**src/design/dwc_pkg.sv**
```systemverilog
`timescale 1ns / 1ps
`default_nettype none

package dwc_pkg;

    // Widths fixed by the item and register formats.
    localparam int CMD_WIDTH      = 2;
    localparam int SLOT_IDX_WIDTH = 2;
    localparam int MASK_WIDTH     = 4;
    localparam int LIMIT_WIDTH    = 16;

    // Defaults for the top-level parameters.
    localparam int DEFAULT_NUM_SLOTS = 4;
    localparam int DEFAULT_AGE_WIDTH = 16;

    // Configuration port.
    localparam int APB_ADDR_WIDTH = 4;
    localparam int APB_DATA_WIDTH = 32;
    localparam int REG_IDX_WIDTH  = 2;

    localparam logic [REG_IDX_WIDTH-1:0] REG_DEBOUNCE    = 2'd0;
    localparam logic [REG_IDX_WIDTH-1:0] REG_MAX_DEFER   = 2'd1;
    localparam logic [REG_IDX_WIDTH-1:0] REG_ALWAYS_MASK = 2'd2;

    localparam logic [LIMIT_WIDTH-1:0] DEBOUNCE_RESET  = 16'd1000;
    localparam logic [LIMIT_WIDTH-1:0] MAX_DEFER_RESET = 16'd5000;
    localparam logic [MASK_WIDTH-1:0]  ALWAYS_MASK_RESET = 4'd1;

    // Command codes.
    localparam logic [CMD_WIDTH-1:0] CMD_REQUEST = 2'd0;
    localparam logic [CMD_WIDTH-1:0] CMD_TICK    = 2'd1;
    localparam logic [CMD_WIDTH-1:0] CMD_FLUSH   = 2'd2;

    typedef struct packed {
        logic [LIMIT_WIDTH-1:0] debounce_ticks;
        logic [LIMIT_WIDTH-1:0] max_defer_ticks;
        logic [MASK_WIDTH-1:0]  always_flush_mask;
    } cfg_t;

    typedef struct packed {
        logic req;
        logic tick;
        logic flush;
    } slot_ctl_t;

endpackage

`default_nettype wire

```
**src/design/debounced_write_coalescer.sv**
```systemverilog
`timescale 1ns / 1ps
`default_nettype none
// Flow: a command beat accepted on s_ is held in the input register and evaluated there,
// and its result (ticks and flushes only) is registered in the result register for m_.
// Throughput: one command per cycle, held back only when the result register is full
// and m_ready is low; all slots age and compare in parallel in that single cycle.
// Reset (aresetn, synchronous, active low) clears every pending mark and age, empties
// both registers and loads the limits with 1000, 5000 and a flush mask of slot 0.

module debounced_write_coalescer #(
    parameter int NUM_SLOTS = dwc_pkg::DEFAULT_NUM_SLOTS,
    parameter int AGE_WIDTH = dwc_pkg::DEFAULT_AGE_WIDTH
) (
    input  wire logic                                 aclk,
    input  wire logic                                 aresetn,

    // Command channel.
    input  wire logic                                 s_valid,
    output logic                                      s_ready,
    input  wire logic [dwc_pkg::CMD_WIDTH-1:0]        s_cmd,
    input  wire logic [dwc_pkg::SLOT_IDX_WIDTH-1:0]   s_slot,

    // Result channel.
    output logic                                      m_valid,
    input  wire logic                                 m_ready,
    output logic      [dwc_pkg::MASK_WIDTH-1:0]       m_due_mask,
    output logic                                      m_from_flush,

    // Configuration port.
    input  wire logic                                 psel,
    input  wire logic                                 penable,
    input  wire logic                                 pwrite,
    input  wire logic [dwc_pkg::APB_ADDR_WIDTH-1:0]   paddr,
    input  wire logic [dwc_pkg::APB_DATA_WIDTH-1:0]   pwdata,
    output logic      [dwc_pkg::APB_DATA_WIDTH-1:0]   prdata,
    output logic                                      pready
);

    dwc_pkg::cfg_t cfg;

    // Input register: holds one command beat until it is evaluated.
    logic                                in_valid_reg, in_valid_next;
    logic [dwc_pkg::CMD_WIDTH-1:0]       in_cmd_reg;
    logic [dwc_pkg::SLOT_IDX_WIDTH-1:0]  in_slot_reg;

    // Result register: decouples the result from the downstream ready.
    logic                                out_valid_reg, out_valid_next;
    logic [dwc_pkg::MASK_WIDTH-1:0]      out_mask_reg, out_mask_next;
    logic                                out_flush_reg;

    logic is_req, is_tick, is_flush, makes_result, advance, s_accept;
    logic [NUM_SLOTS-1:0] slot_due;

    dwc_cfg_regs u_cfg_regs (
        .aclk    (aclk),
        .aresetn (aresetn),
        .psel    (psel),
        .penable (penable),
        .pwrite  (pwrite),
        .paddr   (paddr),
        .pwdata  (pwdata),
        .prdata  (prdata),
        .pready  (pready),
        .cfg     (cfg)
    );

    assign is_req       = in_valid_reg && (in_cmd_reg == dwc_pkg::CMD_REQUEST);
    assign is_tick      = in_valid_reg && (in_cmd_reg == dwc_pkg::CMD_TICK);
    assign is_flush     = in_valid_reg && (in_cmd_reg == dwc_pkg::CMD_FLUSH);
    assign makes_result = is_tick || is_flush;

    // The held beat retires when it needs no result slot, or when the result
    // register is empty or being drained this cycle. The unused command code
    // retires with no effect at all.
    assign advance  = in_valid_reg && (!makes_result || !out_valid_reg || m_ready);
    assign s_ready  = !in_valid_reg || advance;
    assign s_accept = s_valid && s_ready;

    // One timer per slot. Requests can only name slots that the index field can
    // reach, so any slots beyond that range never become pending.
    for (genvar i = 0; i < NUM_SLOTS; i++) begin : g_slot
        dwc_pkg::slot_ctl_t ctl;
        if (i < (1 << dwc_pkg::SLOT_IDX_WIDTH)) begin : g_addr
            assign ctl.req = advance && is_req &&
                             (in_slot_reg == dwc_pkg::SLOT_IDX_WIDTH'(i));
        end else begin : g_noaddr
            assign ctl.req = 1'b0;
        end
        assign ctl.tick  = advance && is_tick;
        assign ctl.flush = advance && is_flush;

        dwc_slot_timer #(
            .AGE_WIDTH (AGE_WIDTH)
        ) u_slot (
            .aclk    (aclk),
            .aresetn (aresetn),
            .ctl     (ctl),
            .cfg     (cfg),
            .due     (slot_due[i])
        );
    end

    // Mask bits only exist for slots that are present; a flush also reports
    // the always-write slots whether or not they are pending.
    for (genvar b = 0; b < dwc_pkg::MASK_WIDTH; b++) begin : g_mask
        if (b < NUM_SLOTS) begin : g_live
            assign out_mask_next[b] = slot_due[b] |
                                      (is_flush & cfg.always_flush_mask[b]);
        end else begin : g_dead
            assign out_mask_next[b] = 1'b0;
        end
    end

    always_comb begin
        in_valid_next = in_valid_reg;
        if (s_accept) begin
            in_valid_next = 1'b1;
        end else if (advance) begin
            in_valid_next = 1'b0;
        end
    end

    always_comb begin
        out_valid_next = out_valid_reg;
        if (advance && makes_result) begin
            out_valid_next = 1'b1;
        end else if (m_ready) begin
            out_valid_next = 1'b0;
        end
    end

    always_ff @(posedge aclk) begin
        if (!aresetn) begin
            in_valid_reg  <= 1'b0;
            out_valid_reg <= 1'b0;
        end else begin
            in_valid_reg  <= in_valid_next;
            out_valid_reg <= out_valid_next;
        end
    end

    always_ff @(posedge aclk) begin
        if (s_accept) begin
            in_cmd_reg  <= s_cmd;
            in_slot_reg <= s_slot;
        end
        if (advance && makes_result) begin
            out_mask_reg  <= out_mask_next;
            out_flush_reg <= is_flush;
        end
    end

    assign m_valid      = out_valid_reg;
    assign m_due_mask   = out_mask_reg;
    assign m_from_flush = out_flush_reg;

endmodule

`default_nettype wire

```
**src/design/dwc_cfg_regs.sv**
```systemverilog
`timescale 1ns / 1ps
`default_nettype none

module dwc_cfg_regs (
    input  wire logic                                 aclk,
    input  wire logic                                 aresetn,
    input  wire logic                                 psel,
    input  wire logic                                 penable,
    input  wire logic                                 pwrite,
    input  wire logic [dwc_pkg::APB_ADDR_WIDTH-1:0]   paddr,
    input  wire logic [dwc_pkg::APB_DATA_WIDTH-1:0]   pwdata,
    output logic      [dwc_pkg::APB_DATA_WIDTH-1:0]   prdata,
    output logic                                      pready,
    output dwc_pkg::cfg_t                             cfg
);

    logic [dwc_pkg::LIMIT_WIDTH-1:0] debounce_reg;
    logic [dwc_pkg::LIMIT_WIDTH-1:0] max_defer_reg;
    logic [dwc_pkg::MASK_WIDTH-1:0]  always_mask_reg;
    logic [dwc_pkg::REG_IDX_WIDTH-1:0] reg_idx;
    logic wr_en;

    assign reg_idx = paddr[dwc_pkg::APB_ADDR_WIDTH-1:2];
    assign wr_en   = psel & penable & pwrite;
    assign pready  = 1'b1;

    always_ff @(posedge aclk) begin
        if (!aresetn) begin
            debounce_reg    <= dwc_pkg::DEBOUNCE_RESET;
            max_defer_reg   <= dwc_pkg::MAX_DEFER_RESET;
            always_mask_reg <= dwc_pkg::ALWAYS_MASK_RESET;
        end else if (wr_en) begin
            case (reg_idx)
                dwc_pkg::REG_DEBOUNCE: begin
                    debounce_reg <= pwdata[dwc_pkg::LIMIT_WIDTH-1:0];
                end
                dwc_pkg::REG_MAX_DEFER: begin
                    max_defer_reg <= pwdata[dwc_pkg::LIMIT_WIDTH-1:0];
                end
                dwc_pkg::REG_ALWAYS_MASK: begin
                    always_mask_reg <= pwdata[dwc_pkg::MASK_WIDTH-1:0];
                end
                default: begin
                end
            endcase
        end
    end

    always_comb begin
        prdata = '0;
        case (reg_idx)
            dwc_pkg::REG_DEBOUNCE: begin
                prdata[dwc_pkg::LIMIT_WIDTH-1:0] = debounce_reg;
            end
            dwc_pkg::REG_MAX_DEFER: begin
                prdata[dwc_pkg::LIMIT_WIDTH-1:0] = max_defer_reg;
            end
            dwc_pkg::REG_ALWAYS_MASK: begin
                prdata[dwc_pkg::MASK_WIDTH-1:0] = always_mask_reg;
            end
            default: begin
                prdata = '0;
            end
        endcase
    end

    assign cfg.debounce_ticks    = debounce_reg;
    assign cfg.max_defer_ticks   = max_defer_reg;
    assign cfg.always_flush_mask = always_mask_reg;

endmodule

`default_nettype wire

```
**src/design/dwc_slot_timer.sv**
```systemverilog
`timescale 1ns / 1ps
`default_nettype none

module dwc_slot_timer #(
    parameter int AGE_WIDTH = dwc_pkg::DEFAULT_AGE_WIDTH
) (
    input  wire logic              aclk,
    input  wire logic              aresetn,
    input  wire dwc_pkg::slot_ctl_t ctl,
    input  wire dwc_pkg::cfg_t     cfg,
    output logic                   due
);

    // Compare width covers both the age range and the limit registers, so a
    // limit above the largest age is simply never reached.
    localparam int CMP_WIDTH = (AGE_WIDTH > dwc_pkg::LIMIT_WIDTH) ?
                               AGE_WIDTH : dwc_pkg::LIMIT_WIDTH;

    logic                 pending_reg, pending_next;
    logic [AGE_WIDTH-1:0] first_age_reg, first_age_next;
    logic [AGE_WIDTH-1:0] last_age_reg, last_age_next;
    logic [AGE_WIDTH-1:0] first_aged, last_aged;
    logic                 limit_hit;

    assign first_aged = (&first_age_reg) ? first_age_reg
                                         : first_age_reg + AGE_WIDTH'(1);
    assign last_aged  = (&last_age_reg)  ? last_age_reg
                                         : last_age_reg + AGE_WIDTH'(1);

    assign limit_hit =
        (CMP_WIDTH'(last_aged)  >= CMP_WIDTH'(cfg.debounce_ticks)) ||
        (CMP_WIDTH'(first_aged) >= CMP_WIDTH'(cfg.max_defer_ticks));

    assign due = pending_reg & ((ctl.tick & limit_hit) | ctl.flush);

    always_comb begin
        pending_next   = pending_reg;
        first_age_next = first_age_reg;
        last_age_next  = last_age_reg;
        if (ctl.req) begin
            if (!pending_reg) begin
                pending_next   = 1'b1;
                first_age_next = '0;
            end
            last_age_next = '0;
        end else if (ctl.tick) begin
            first_age_next = first_aged;
            last_age_next  = last_aged;
            if (due) begin
                pending_next = 1'b0;
            end
        end else if (ctl.flush) begin
            pending_next = 1'b0;
        end
    end

    always_ff @(posedge aclk) begin
        if (!aresetn) begin
            pending_reg   <= 1'b0;
            first_age_reg <= '0;
            last_age_reg  <= '0;
        end else begin
            pending_reg   <= pending_next;
            first_age_reg <= first_age_next;
            last_age_reg  <= last_age_next;
        end
    end

endmodule

`default_nettype wire

```
**config.mk**
```make
export PLATFORM = sky130hd
export DESIGN_NAME = debounced_write_coalescer
export DESIGN_NICKNAME = d
export VERILOG_FILES = /design/src/design/dwc_pkg.sv /design/src/design/debounced_write_coalescer.sv /design/src/design/dwc_cfg_regs.sv /design/src/design/dwc_slot_timer.sv
export SDC_FILE = /design/constraint.sdc
export NUM_CORES = 1
export LEC_CHECK = 0
export BUFFER_PORTS_ARGS = -buffer_cell sky130_fd_sc_hd__buf_2
export CORE_MARGIN = 8
export CORE_UTILIZATION = 60
export CTS_BUF_LIST = sky130_fd_sc_hd__clkbuf_4
export DETAILED_ROUTE_END_ITERATION = 16
export PLACE_DENSITY = 0.86
export SETUP_SLACK_MARGIN = 0.02
export SLEW_MARGIN = 30
export SYNTH_ARGS = -nofsm -noshare
export SYNTH_HDL_FRONTEND = slang
export SYNTH_HIERARCHICAL = 1
export SYNTH_SLANG_ARGS = --single-unit
```
**constraint.sdc**
```tcl
create_clock -name aclk -period 4.7 [get_ports aclk]
set_clock_uncertainty 0.2 [all_clocks]
set_input_delay 0.235 -clock aclk [delete_from_list [all_inputs] [get_ports aclk]]
set_output_delay 0.235 -clock aclk [all_outputs]
set_load 0.005 [all_outputs]
```
==> metrics.csv <==
stage,metric,value,unit
run_status,status,"finished, final reports clean",
min_path,holdCritStartpoint,psel,
worst_setup_path,r2r-start,g_slot[0].u_slot/last_age_reg[0],
timing,finalSetupViolations,0,
global_routing,grt_start_max_net_pins,38,
timing,hold_viol,0,
synthesis,synth_top_area_frac,0.246,
power,finalPower,2600,uW
clock_network,post-cts-setup-buffers,0,
route,wl_per_cell,17.5,um
global_routing,grt_pass1_wl,58.5,mm
finish,num-nets-final,1953,
finish,drive_gt1_frac,0.0791,
placement,place.gp.congestion,0.889,
clock_network,holdBufCountCts,28,
synthesis,synthTopCellsByArea,"dfxtp_1 (25%), ha_1 (12%), xnor2_1 (5.4%), mux2i_1 (5.0%), a21oi_1 (4.5%)",
timing,drv_slew,0,
die,die_height,168,um
timing,finalCritPeriodShare,0.848,
route,routed_via_density,6.15,
timing,timing.fmax,251,MHz
global_routing,grt_antenna_before_repair,1,
worst_setup_path,critPathLaunchType,flop,
worst_setup_path,required,4880,ps
die,fp.dieW,168,um
timing,finalSetupTns,0,ps
global_routing,grt_overflow,0,
clock_network,clock_tree.root_cell,clkbuf_4,
die,die_area,0.0282,mm2
synthesis,synth_top_area_cell,dfxtp_1,
global_routing,grtUsageTotal,0.251,
worst_setup_path,end_kind,flop,
timing,slew_headroom,0.509,
worst_setup_path,arrival,4170,ps
flow_run,drv_cap,0,
die,core_area,0.0226,mm2
route,wl,36.2,mm
finish,instances_no_fill,2069,
placement,dp_cells,2008,
worst_setup_path,critical_path_class,reg -> reg,
die,num_rows,55,
power,power_per_cell_area,178,mW/mm2
clock_network,cts_tree,built,
clock_network,clk_pin_slew,170,ps
finish,syn2layout_area_growth,5.49,%
placement,dpl.hpwl,26.7,mm
route,drtPass1Iterations,6,
synthesis,synth_cell_type_count,65,
synthesis,yosys_warnings,6,
synthesis,yosysMostFrequentCell,dfxtp_1,
timing,period_needed,3990,ps
synthesis,ys_async_sr_fraction,0,
clock_network,cts_buffer_depth,2,
synthesis,synth_seq_cells,179,
clock_network,cts_made_buffers,17,
timing,tightest_slew,736,ps
synthesis,synth_edf_count,9,
synthesis,syn-cell-area,0.0138,mm2
clock_network,cts_max_level,4,
synthesis,synth_commonest_cells,"dfxtp_1 (170), nand2_1 (164), nor2_1 (158)",
die,start_util,0.612,
route,antenna_left,0,
die,io_pins,87,
synthesis,avgSynthCellArea,7.94,um2
clock_network,post_cts_resized,0,
route,vias,12700,
power,leakagePower,0.00638,uW
route,drt_iter0_markers,1497,
finish,n_fill_cell,1831,
route,drc_errors,0,
worst_setup_path,crit_fanout,14,
placement,portBuffers,51,
min_path,hold_class,in -> reg,
global_routing,grt_pass1_vias,12300,
clock_network,worstSkewPairLatency,600,ps
power,vdd_drop_max,155,uV
synthesis,ys.flop_type,dfxtp_1,
clock_network,cts_sinks,179,
synthesis,syn_inst,1745,
worst_setup_path,crit_start,g_slot[0].u_slot/last_age_reg[0],
synthesis,ys_seq_area_frac,0.265,
timing,rsz0062_at_grt,no,
[cell usage in the layout (no fill, tap or decap), types with 5 or more instances in the layout]
cell	count
o211ai_1	7
a21o_1	12
inv_1	146
or2_2	8
o2bb2ai_1	5
nor3_1	20
xor2_1	53
edfxtp_1	9
and2_1	25
mux2_2	8
o21bai_1	12
a22o_1	12
nor2_1	158
dlygate4sd3_1	28
a21oi_1	124
nand2b_1	17
and4_1	8
o2111ai_1	8
nand4b_1	8
buf_4	9
nand3_2	8
a311oi_1	8
dfxtp_1	170
nand3_1	54
nor4_1	14
ha_1	136
mux2i_1	69
nand2_1	164
xnor2_1	85
clkbuf_4	17
a31oi_1	29
nor2b_1	26
o31ai_1	18
conb_1	17
o21ai_0	68
nand4_1	52
buf_2	51
inv_6	6
and3_1	32
[final cells by class]
cell class                 instances  area, um2  area share
timing repair buffer              88        603      0.0413
tap                              285        357      0.0244
antenna                            1       2.50    0.000171
clock buffer                      17        128     0.00874
multi-input combinational       1338       9180       0.628
inverter                         146        548      0.0375
clock inverter                    15        121     0.00831
sequential                       179       3670       0.251
[per-stage QoR]
stage	area [um2]	utilization	setup slack [ps]	hold WS, ps
2_1_floorplan	13900	-	1150	134
5_1_grt	14600	0.645	567	76.6
3_5_place_dp	14100	0.622	775	213
3_3_place_gp	14100	0.621	843	212
6_report	14600	0.645	714	93.8
4_1_cts	14600	0.645	732	50.5
[routing by layer]
layer / GRT usage / part of all wire / up-vias
met4: 0.132 / 0.045 / 0
met5: 0 / 0 / -
met1: 0.298 / 0.41 / 5928
met2: 0.420 / 0.46 / 564
met3: 0.0547 / 0.082 / 111
li1: - / - / 6122
[power by group]
group          total (uW)  leakage [uW]  switching, uW  internal [uW]
Clock                 830      0.000142            606            224
Sequential           1560       0.00146           22.0           1540
Combinational         209       0.00477            127           82.0
Total                2600       0.00638            755           1850
[critical path: stages (launching register included)]
cell and delay [ps]:
dfxtp_1 490, ha_1 270, nand4_1 140, or3_4 360, or2_1 430, xnor2_1 290, ha_1 270, nand2b_1 150
a21o_1 180, a211o_1 320, a31oi_1 220, and4_1 240, nor2_1 50, a21o_1 160
[path summary, 6_finish.rpt]
path / endpoint / slack [ps] / cells past startpoint
max: m_due_mask[0] / 710 / 13
min: u_cfg_regs/max_defer_reg[0] / 90 / 5
max reg2reg: m_due_mask[0] / 710 / 13
min reg2reg: u_cfg_regs/always_mask_reg[2] / 310 / 2
[cell families after synthesis]
group / Yosys count / synth area share
buffers and inverters: 243 / 0.0775
AO/OA/AOI/OAI: 340 / 0.153
adder cells (fa/ha/maj): 136 / 0.123
multiplexers: 81 / 0.0607
XOR/XNOR: 138 / 0.0873
flip-flops: 179 / 0.265
AND/OR/NAND/NOR: 626 / 0.233
other: 2 / 0.000542
(Power assumes the default switching activity.)
